===== config.mk =====
export PLATFORM = sky130hd
export DESIGN_NAME = lph_ctrl
export DESIGN_NICKNAME = d
export VERILOG_FILES = /design/src/sv/lph_pkg.sv /design/src/sv/lph_ctrl.sv
export SDC_FILE = /design/constraint.sdc
export NUM_CORES = 1
export LEC_CHECK = 0
export ABC_AREA = 1
export BUFFER_PORTS_ARGS = -buffer_cell sky130_fd_sc_hd__buf_2
export CORE_MARGIN = 5
export CORE_UTILIZATION = 37
export DETAILED_ROUTE_END_ITERATION = 10
export MAX_ROUTING_LAYER = met4
export PLACE_DENSITY = 0.57
export SETUP_SLACK_MARGIN = 0.02
export SLEW_MARGIN = 20
export SYNTH_ARGS = -nofsm -noshare
export SYNTH_HDL_FRONTEND = slang
export SYNTH_SLANG_ARGS = --single-unit

===== constraint.sdc =====
create_clock -name i_clk -period 4.7 [get_ports i_clk]
set_clock_uncertainty 0.15 [all_clocks]
set_input_delay 0.47 -clock i_clk [delete_from_list [all_inputs] [get_ports i_clk]]
set_output_delay 0.47 -clock i_clk [all_outputs]
set_load 0.1 [all_outputs]

===== src/sv/lph_pkg.sv =====
// Shared types and constants of the linear probing max-value hash table.
package lph_pkg;

    // Payload widths of the transaction fields and the default table size
    localparam int KEY_W          = 16;
    localparam int VALUE_W        = 16;
    localparam int TABLE_SIZE_DEF = 1024;

    // Operation codes
    localparam logic OP_UPSERT = 1'b0;
    localparam logic OP_QUERY  = 1'b1;

    // Status codes
    localparam logic ST_OK   = 1'b0;
    localparam logic ST_FULL = 1'b1;

    // Request payload
    typedef struct packed {
        logic               operation;
        logic [KEY_W-1:0]   key;
        logic [VALUE_W-1:0] value;
    } t_req;

    // Response payload
    typedef struct packed {
        logic               status;
        logic               found;
        logic [KEY_W-1:0]   worst_key;
        logic [VALUE_W-1:0] worst_value;
    } t_rsp;

    // One slot of the table memory
    typedef struct packed {
        logic               used;
        logic [KEY_W-1:0]   key;
        logic [VALUE_W-1:0] value;
    } t_slot;

endpackage


===== src/sv/lph_ctrl.sv =====
// Sequencer: clearing sweep, key remainder, linear probe and max scan.
module lph_ctrl #(
    parameter int TABLE_SIZE = lph_pkg::TABLE_SIZE_DEF,
    parameter int IDX_W      = $clog2(TABLE_SIZE)
) (
    input  logic                 i_clk,
    input  logic                 i_rst_n,
    input  logic                 i_req_valid,
    output logic                 o_req_ready,
    input  lph_pkg::t_req        i_req,
    output logic                 o_res_valid,
    input  logic                 i_res_ready,
    output lph_pkg::t_rsp        o_res,
    output logic                 o_mem_we,
    output logic [IDX_W-1:0]     o_mem_waddr,
    output lph_pkg::t_slot       o_mem_wdata,
    output logic [IDX_W-1:0]     o_mem_raddr,
    input  lph_pkg::t_slot       i_mem_rdata
);

    localparam int PROD_W = lph_pkg::KEY_W + 32;
    localparam bit POW2   = (TABLE_SIZE & (TABLE_SIZE - 1)) == 0;
    localparam logic [IDX_W-1:0] LAST_IDX = IDX_W'(TABLE_SIZE - 1);
    // Reciprocal of the table size, scaled by 2^32
    localparam logic [31:0] RECIP = 32'(64'h1_0000_0000 / 64'(TABLE_SIZE));
    localparam logic [lph_pkg::KEY_W-1:0] TS_KEY = (lph_pkg::KEY_W)'(TABLE_SIZE);

    typedef enum logic [3:0] {
        S_CLEAR,
        S_IDLE,
        S_MUL,
        S_SUB,
        S_FIX,
        S_ISSUE,
        S_PROBE,
        S_SCAN,
        S_DONE
    } t_state;

    t_state                        r_state;
    logic [IDX_W-1:0]              r_idx;
    logic [IDX_W-1:0]              r_cnt;
    logic [lph_pkg::KEY_W-1:0]     r_quot;
    logic [lph_pkg::KEY_W-1:0]     r_rem;
    logic                          r_op;
    logic [lph_pkg::KEY_W-1:0]     r_key;
    logic [lph_pkg::VALUE_W-1:0]   r_val;
    logic                          r_full;
    logic                          r_any;
    logic [lph_pkg::KEY_W-1:0]     r_best_key;
    logic [lph_pkg::VALUE_W-1:0]   r_best_val;

    logic [IDX_W-1:0]              idx_next;
    logic [lph_pkg::KEY_W-1:0]     quot_est;
    logic [lph_pkg::KEY_W-1:0]     rem_est;
    logic [lph_pkg::KEY_W-1:0]     rem_fix;
    logic                          probe_hit;
    logic                          scan_take;

    // Wrap the probe index at the end of the table
    assign idx_next = (r_idx == LAST_IDX) ? '0 : r_idx + 1'b1;

    // Key modulo table size: the reciprocal estimate of the quotient is low
    // by at most one, so one compare and subtract finishes the remainder
    assign quot_est = (lph_pkg::KEY_W)'((PROD_W'(r_key) * PROD_W'(RECIP)) >> 32);
    assign rem_est  = r_key - r_quot * TS_KEY;
    assign rem_fix  = (r_rem >= TS_KEY) ? r_rem - TS_KEY : r_rem;

    // Compare logic: free or matching slot on probe, larger value on scan
    assign probe_hit = !i_mem_rdata.used || (i_mem_rdata.key == r_key);
    assign scan_take = i_mem_rdata.used && (!r_any || (i_mem_rdata.value > r_best_val));

    // Drive the memory ports
    always_comb begin
        o_mem_we    = 1'b0;
        o_mem_waddr = r_idx;
        o_mem_wdata = '{used: 1'b1, key: r_key, value: r_val};
        o_mem_raddr = r_idx;
        unique case (r_state)
            S_CLEAR: begin
                o_mem_we    = 1'b1;
                o_mem_wdata = '{used: 1'b0, key: '0, value: '0};
            end
            S_PROBE: begin
                o_mem_raddr = idx_next;
                o_mem_we    = probe_hit;
            end
            S_SCAN: begin
                o_mem_raddr = idx_next;
            end
            default: begin
            end
        endcase
    end

    assign o_req_ready = (r_state == S_IDLE);
    assign o_res_valid = (r_state == S_DONE);
    assign o_res       = '{status: r_full, found: r_any,
                           worst_key: r_best_key, worst_value: r_best_val};

    // Sequencer state and working registers
    always_ff @(posedge i_clk) begin
        if (!i_rst_n) begin
            r_state <= S_CLEAR;
            r_idx   <= '0;
        end else begin
            unique case (r_state)
                S_CLEAR: begin
                    if (r_idx == LAST_IDX) begin
                        r_state <= S_IDLE;
                    end else begin
                        r_idx <= r_idx + 1'b1;
                    end
                end
                S_IDLE: begin
                    if (i_req_valid) begin
                        r_op       <= i_req.operation;
                        r_key      <= i_req.key;
                        r_val      <= i_req.value;
                        r_full     <= lph_pkg::ST_OK;
                        r_any      <= 1'b0;
                        r_best_key <= '0;
                        r_best_val <= '0;
                        r_cnt      <= '0;
                        if (i_req.operation == lph_pkg::OP_QUERY) begin
                            r_idx   <= '0;
                            r_state <= S_ISSUE;
                        end else if (POW2) begin
                            r_idx   <= i_req.key[IDX_W-1:0];
                            r_state <= S_ISSUE;
                        end else begin
                            r_state <= S_MUL;
                        end
                    end
                end
                S_MUL: begin
                    r_quot  <= quot_est;
                    r_state <= S_SUB;
                end
                S_SUB: begin
                    r_rem   <= rem_est;
                    r_state <= S_FIX;
                end
                S_FIX: begin
                    r_idx   <= rem_fix[IDX_W-1:0];
                    r_state <= S_ISSUE;
                end
                S_ISSUE: begin
                    r_state <= (r_op == lph_pkg::OP_QUERY) ? S_SCAN : S_PROBE;
                end
                S_PROBE: begin
                    if (probe_hit) begin
                        r_state <= S_DONE;
                    end else if (r_cnt == LAST_IDX) begin
                        r_full  <= lph_pkg::ST_FULL;
                        r_state <= S_DONE;
                    end else begin
                        r_idx <= idx_next;
                        r_cnt <= r_cnt + 1'b1;
                    end
                end
                S_SCAN: begin
                    if (scan_take) begin
                        r_any      <= 1'b1;
                        r_best_key <= i_mem_rdata.key;
                        r_best_val <= i_mem_rdata.value;
                    end
                    if (r_idx == LAST_IDX) begin
                        r_state <= S_DONE;
                    end else begin
                        r_idx <= idx_next;
                    end
                end
                S_DONE: begin
                    if (i_res_ready) begin
                        r_state <= S_IDLE;
                    end
                end
                default: begin
                    r_state <= S_IDLE;
                end
            endcase
        end
    end

    // No table write while waiting for a transaction
    a_idle_no_write: assert property (@(posedge i_clk) disable iff (!i_rst_n)
        (r_state == S_IDLE) |-> !o_mem_we)
        else $error("table written while idle");

    // An accepted transaction blocks the next one
    a_accept_busy: assert property (@(posedge i_clk) disable iff (!i_rst_n)
        (i_req_valid && o_req_ready) |=> !o_req_ready)
        else $error("request accepted back to back");

    // Read address stays inside the table
    a_raddr_range: assert property (@(posedge i_clk) disable iff (!i_rst_n)
        o_mem_raddr <= LAST_IDX)
        else $error("read address beyond table");

    // A full status never comes with a found entry
    a_full_excl: assert property (@(posedge i_clk) disable iff (!i_rst_n)
        o_res_valid |-> !(o_res.status && o_res.found))
        else $error("full status on a query result");

endmodule


* Word-level counts from Yosys, hierarchy flattened *
Index checks and enable logic that the tools add are counted.

storage, ports and cells
  bits in registers = 113
  logic and storage cells = 93
  input bits = 70

operators by class
  eq/ne operators = 22
  add/subtract/negate cells = 4
  multiplexer cells = 35
  $lt $le $gt $ge = 2
  reduce and logical (&&, ||, !) cells = 18

operators by type and width
  kind                     number
  $mux W10                 12
  $pmux W16 S2             2
  $pmux W10 S5             1
  $mux W16                 3
  $pmux W4 S9              1
  $mux W33                 1
  $mux W4                  6
  $add A10 B1 Y10 const B  2
  $eq A10 B10 Y1 const B   2
  $pmux W10 S2             1
  $ne A2 B2 Y1 const B     9
  $eq A16 B16 Y1           1
  $eq A4 B3 Y1 const B     4
  $ge A16 B11 Y1 const B   1
  $gt A16 B16 Y1           1
  $sub A16 B16 Y16         1
  $reduce_and A5 Y1        3
  $sub A10 B1 Y10 const B  1
  $eq A4 B2 Y1 const B     2
  $pmux W1 S2              3
  $reduce_and A6 Y1        1
  $mux W1                  5
  $reduce_bool A5 Y1       1
  $eq A4 B1 Y1 const B     1
  12 further kinds         16

* Depth between registers and ports, before layout *
Gate-level depths: netlist of run 1.

  depth in word-level cells = 5
  gate-level depth with buffers = 15

* Worst setup path after synthesis of run 1 *
No wires, ideal clock.

  path type = reg2out
  start = register r_idx[0], in the netlist o_mem_waddr[0]
  end = output port o_mem_raddr[4]
  path slack = 0.201 ns
  arrival time = 3.879 ns
  cell stages (with the launch flop) = 5
  required time = 4.080 ns
  buffers on the path = 0
  cell sequence = dfxtp_1 ha_1 nand3_1 xor2_1 o21ai_0

between the ends
  longest elaborated chain between the ends = 3
  elaborated cells between the ends (all ways) = 4
  classes of those cells = add/sub: 1; eq/ne: 1; mux: 2

RTL lines
  what                                               line             RTL
  start: declaration                                 lph_ctrl.sv:41   logic [IDX_W-1:0] r_idx;
  start signal: assignment                           lph_ctrl.sv:112  r_idx <= r_idx + 1'b1;
  start signal: assignment                           lph_ctrl.sv:129  r_idx <= i_req.key[IDX_W-1:0];
  start signal: assignment                           lph_ctrl.sv:145  r_idx <= rem_fix[IDX_W-1:0];
  $add A10 B1 Y10 or $eq A10 B10 Y1 (tied branches)  lph_ctrl.sv:61   assign idx_next = (r_idx == LAST_IDX) ? '0 : r_idx + 1'b1;
  $mux W10 (*)                                       lph_ctrl.sv:61
  $mux W10 (*)                                       lph_ctrl.sv:79   unique case (r_state)
  end: declaration                                   lph_ctrl.sv:17   output logic [IDX_W-1:0] o_mem_raddr,

Mark *: on every way between the ends. The rest lies on a longest branch, timed or not.

* Worst setup path in the final report of run 1 *
  start = register r_state[2]
  end = output port o_mem_raddr[5]

between the ends
  longest elaborated chain between the ends = 3
  elaborated cells between the ends (all ways) = 4
  classes of those cells = eq/ne: 2; mux: 1; reduce/logical: 1

RTL lines
  what                            line             RTL
  start: declaration              lph_ctrl.sv:40   t_state r_state;
  start signal: assignment        lph_ctrl.sv:149  r_state <= (r_op == lph_pkg::OP_QUERY) ? S_SCAN : S_PROBE;
  $eq A4 B3 Y1                    lph_ctrl.sv:79
  $reduce_or A2 Y1 (no line) (*)  -
  $mux W10 (*)                    lph_ctrl.sv:79

Marks and branches as above.

==> results.ini, run 1 <==
[run_status]
status=finished clean

[cts]
clkTransAtPathRegs_ns=0.07
cts_made_buffers=9
cts_tree=done
hold_buffers=0
h-tree-depth=3
clock_latency_ns=0.34
clk_path_buf_depth=2
post_cts_resized=0
cts_root_buf=clkbuf_16
postCtsSetupBuffers=0
cts_sinks=101

[floorplan]
die_area_um2=17100
io_pins=160
dieHeight_um=131
core_um2=14400
dieWidth_um=131
start_util_pct=37.5
rows=44

[worst_setup_path]
r2r_start=r_state[1]
worst-path-buf-inv=3
critical_path.slowest_cell=buf_2
worst-endpoint-required_ns=4.08
arrival_ns=2.57
path_max_fanout=13
slowest_delay_ns=0.47
crit_family=buffers and inverters
cpMostUsedCell=nand2_1
rr_worst_depth=8
rrSetupSlack_ns=1.62
worstSetupStartpoint=r_state[2]
cp_num_cells=8
crit_path_end_kind=output pin
critical_path_class=register to output pin
r2r_end=o_mem_waddr[6]
critPathLaunchType=register
worstPathCellList=nand2_1 -> inv_2 -> nand2_4 -> inv_1 -> nand2_1 -> a21oi_1 -> o21bai_1 -> buf_2

[hold_path]
hold_depth=1
hold_path_class=primary input to register
hold_path_end=r_key[13]
hp-start=i_req[29]

[yosys]
synthCells=652
synth_largest_area_cell=edfxtp_1
synth_area_um2=5410
synthSimpleGateAreaFrac_pct=26.3
ys_warn_count=0
synth_top_area_share_pct=48.3
synthAdderAreaFrac_pct=4.16
synth_top_family_by_area=simple AND/OR/NAND/NOR gates
synth_compound_area_share_pct=4.46
syn_avg_cell_area_um2=8.30
ys_seq_elements=101
syn_nets=740
synth_mux_area_share_pct=0
synthTopCellsByArea=edfxtp_1 (48%), nand2_1 (11%), nor2_1 (8.7%)
seq_area_frac_synth_pct=53.5
synth_cell_types=33
yosys.area_share.xor_xnor_pct=1.62

[global_route]
grt.met1_usage_pct=20.1
grt_remaining_overflow=0
grt_max_degree=34
track_usage_pct=16.9
grt_util_met3_pct=2.89
use_met2_pct=28.6
grt_pass1_wl_um=21800
busiest_layer=met2
antenna_found_initial=0
grt_pass1_vias=4518

[drt]
routed_wl_um=14000
first_pass_iters=5
vias=4635
initialDrtViolationCount=224
avgRoutedWirePerCell_um=14.1
ant_nets=0
drcViolationCount=0
post_drt_via_cell_ratio=4.66

[timing]
setup_viol=0
fin_setup_tns_ns=0
grt_setup_unrepaired=false
clock.fmax_mhz=314
fin_crit_sh_pct=67.8
finalMaxSlewViolations=0
tightest_slew_ns=1.07
fin_crit_ns=3.19
hold_viol_final=0
maxSlewHeadroom_pct=28.6

[placement]
portBuffers=159
dpl.hpwl_um=10700
gp_congestion=0.860

[layout]
layout.nets=895
drive_gt1_share_pct=23.9
insertedDiodeCount=0
areaGrowthSynthToFinish_pct=23.0

[run]
cap_violations=0

==> synthesized netlist by cell type (all sizes together) <==
cell type	n
a21o	1
a21oi	26
a22o	1
a31oi	2
and3	1
buf	9
clkbuf	8
dfxtp	14
edfxtp	87
ha	18
inv	118
nand2	165
nand3	32
nand3b	1
nand4	4
nor2	131
nor3	9
nor3b	1
o21ai	12
o21bai	2
xnor2	1
xor2	9
==> how the worst max path moves through the flow <==
| stage | to | slack [ns] |
|---|---|---|
| 6_report | o_mem_raddr[5] | 1.51 |
| 4_1_cts | o_mem_we | 1.51 |
| 3_5_place_dp | r_cnt[1] | 1.64 |
| 3_3_place_gp | o_mem_waddr[1] | 1.72 |
| 2_1_floorplan | o_mem_raddr[4] | 0.20 |
| 5_1_grt | o_mem_waddr[9] | 1.31 |
==> flip-flops by register name, summed over array words and instances, names as in the netlist <==
name,count
r_val,16
r_any,1
r_op,1
r_best_val,16
r_key,16
o_mem_waddr,10
r_state,4
r_full,1
r_best_key,16
r_rem,10
r_cnt,10
==> area by class of cell <==
| type | instances | area (um^2) |
|---|---|---|
| clock buffer | 10 | 229 |
| clock inverter | 5 | 52.6 |
| fill | 1427 | 7770 |
| inverter | 118 | 445 |
| multi-input combinational | 416 | 1990 |
| sequential | 101 | 2890 |
| tap | 184 | 230 |
| timing repair buffer | 161 | 811 |
==> metal layers <==
metal  up-vias  routed length (um)
li1       2352                   -
met3        18                 831
met2       142                6900
met5         -                   0
met1      2123                6000
met4         0                 267
==> logic make-up after synthesis <==
kind of cell | after synthesis
xor gates and xnor gates | 10
DFF | 101
AOI/OAI and AO/OA | 44
adders and majority gates | 18
buffers and inverters | 135
and+or+nand+nor | 344
==> stage by stage <==
step | instances | hold WS, ns | utilization, % | worst slack (ns) | cell area, um^2
detailed placement | 980 | 0.334 | 44.2 | 1.64 | 6370
global placement | 980 | 0.324 | 44.2 | 1.72 | 6370
global route | 995 | 0.130 | 46.1 | 1.31 | 6660
CTS | 995 | 0.128 | 46.1 | 1.51 | 6660
finish | 995 | 0.150 | 46.1 | 1.51 | 6660
floorplan | 652 | 0.300 | - | 0.201 | 5410
==> cell usage in the layout, fill, tap and decap left out, types with 2 or more instances in the layout <==
cell / instances
dfxtp_1: 14
nand2_2: 3
buf_4: 2
inv_2: 3
o21bai_1: 2
a31oi_1: 2
nand4_1: 4
ha_1: 18
clkbuf_16: 9
xor2_1: 9
nand2_4: 2
nor2_1: 125
nand2_1: 160
nor2_2: 3
nand3_1: 32
a21oi_2: 2
clkinv_2: 3
nor3_1: 8
a21oi_1: 23
buf_2: 159
nor2_4: 2
inv_1: 114
edfxtp_1: 87
o21ai_0: 11
Power of run 1 is left out: the tool's default activity adds up to more than one toggle a clock period on the data nets, which glitch-free logic cannot reach.
==> inputs of run 2 (changes only) <==
Clock period 4.7 ns to 3 ns, I/O delays scaled along.
==> results.ini, run 2 (synthesis gave the netlist of run 1 again) <==
[run_status]
status=finished clean

[timing]
final.setup.worst_slack_ns=0.277  ; -1.24 ns
grt_setup_unrepaired=false
maxSlewHeadroom_pct=38.3  ; +9.7 points
fin_crit_sh_pct=90.8
finalMaxSlewViolations=0  ; unchanged
fin_crit_ns=2.72
hold_viol_final=0  ; unchanged
setup_viol=0  ; unchanged
tightest_slew_ns=0.926  ; -0.144 ns
clock.fmax_mhz=367

[worst_setup_path]
worstPathCellList=ha_1 -> nand3_1 -> nor2_1 -> nand3_1 -> nand2_2 -> a21oi_1 -> o21bai_1 -> buf_2
cpMostUsedCell=nand3_1
critical_path.slowest_cell=buf_2
crit_path_end_kind=output pin
arrival_ns=2.27  ; -0.30 ns
slowest_delay_ns=0.45  ; -0.02 ns
critical_path_class=register to output pin
path_max_fanout=9  ; -4
worst-endpoint-required_ns=2.55  ; -1.53 ns
critPathLaunchType=register

[cts]
cts_made_buffers=9  ; unchanged
postCtsSetupBuffers=0  ; unchanged
cts_tree=done
cts_root_buf=clkbuf_16
clock_latency_ns=0.35  ; about the same
cts_sinks=101  ; unchanged
clkTransAtPathRegs_ns=0.07  ; about the same
clk_path_buf_depth=2  ; unchanged
h-tree-depth=3  ; unchanged

[floorplan]
dieHeight_um=131  ; unchanged
die_area_um2=17100  ; unchanged
dieWidth_um=131  ; unchanged
rows=44  ; unchanged
core_um2=14400  ; unchanged
io_pins=160  ; unchanged
start_util_pct=37.5  ; unchanged

[drt]
routed_wl_um=14100  ; +0.82%
post_drt_via_cell_ratio=4.57  ; -1.9%
first_pass_iters=5  ; unchanged
vias=4721  ; +1.9%
avgRoutedWirePerCell_um=13.7  ; -2.9%
initialDrtViolationCount=237  ; +5.8%
ant_nets=0  ; unchanged
drcViolationCount=0  ; unchanged

[global_route]
grt_max_degree=34  ; unchanged
grt_pass1_vias=4561  ; +0.95%
antenna_found_initial=0  ; unchanged
grt_remaining_overflow=0  ; unchanged
grt_pass1_wl_um=22000  ; +0.79%
track_usage_pct=17.1  ; +0.22 points

[layout]
drive_gt1_share_pct=26.0  ; +2.1 points
layout_common_cells=nand2_1 (159), buf_2 (159), nor2_1 (116)
nFillCells=1401  ; -1.8%
areaGrowthSynthToFinish_pct=31.4
insertedDiodeCount=0  ; unchanged
layout.nets=932  ; +4.1%

[placement]
dpl.hpwl_um=10600  ; -0.64%
gp_congestion=0.883  ; +2.7%
dp_slack_ns=0.555  ; -1.09 ns
portBuffers=159  ; unchanged

[hold_path]
hold_path_class=primary input to register

[run]
cap_violations=0  ; unchanged

==> run 2: cell count changes in the layout (fill, tap and decap cells not counted), sizes merged <==
| cell | previous run | this run |
|---|---|---|
| buf | 161 | 167 |
| bufinv | 1 | 2 |
| clkbuf | 10 | 9 |
| clkinv | 3 | 4 |
| clkinvlp | 1 | 0 |
| dlygate4sd3 | 0 | 31 |
| inv | 118 | 119 |
==> run 2: path summary, 6_finish.rpt <==
kind	start	to	slack, ns	cells after the start
setup / recovery	o_mem_waddr[0]	o_mem_raddr[5]	0.28	8
hold / removal	i_req[24]	r_key[8]	0.03	1
setup reg to reg	r_state[2]	o_mem_waddr[3]	0.52	9
hold reg to reg	r_key[5]	r_rem[5]	0.35	0
==> run 2: area by class of cell <==
| cell class | count | area [um^2] | area share [%] |
|---|---|---|---|
| inverters | 118 | 445 | 6.27 |
| well taps | 184 | 230 | 3.24 |
| multi-input cells | 416 | 2050 | 28.8 |
| clock inverters | 7 | 88.8 | 1.25 |
| flip-flops and latches | 101 | 2900 | 40.8 |
| clock buffers | 9 | 225 | 3.17 |
| repair buffers | 198 | 1170 | 16.4 |
==> run 2: metal layers <==
metal / wire length, um / vias up / global-route usage [%]
li1: - / 2429 / -
met1: 6170 / 2139 / 21.0
met2: 6870 / 138 / 28.6
met3: 832 / 15 / 2.85
met4: 232 / 0 / 6.29
met5: 0 / - / -
==> run 2: what timing repair did <==
action / 4_1_cts / 5_1_grt
gates resized for setup: 0 / 1
endpoints found under the hold margin: 31 / 0
endpoints found under the setup margin: 0 / 4
hold buffers: 31 / 0
==> run 2: critical path: cells and delay by family (launching register included) <==
| kind | cells | cell delay [ns] |
|---|---|---|
| DFF | 1 | 0.37 |
| buffers and inverters | 1 | 0.45 |
| AOI/OAI and AO/OA | 2 | 0.32 |
| adders and majority gates | 1 | 0.23 |
| and+or+nand+nor | 4 | 0.54 |
==> run 2: per-stage QoR <==
| stage | TNS (ns) | utilization, % | cells | hold WS (ns) | area, um^2 |
|---|---|---|---|---|---|
| floorplan | -24.69 | - | 652 | 0.249 | 5470 |
| global placement | 0 | 44.9 | 986 | 0.326 | 6480 |
| detailed placement | 0 | 44.9 | 986 | 0.322 | 6480 |
| CTS | 0 | 49.2 | 1033 | 0.0165 | 7100 |
| global route | 0 | 49.3 | 1033 | 0.00851 | 7110 |
| finish | 0 | 49.3 | 1033 | 0.0262 | 7110 |
Power of run 2 is left out for the same reason.
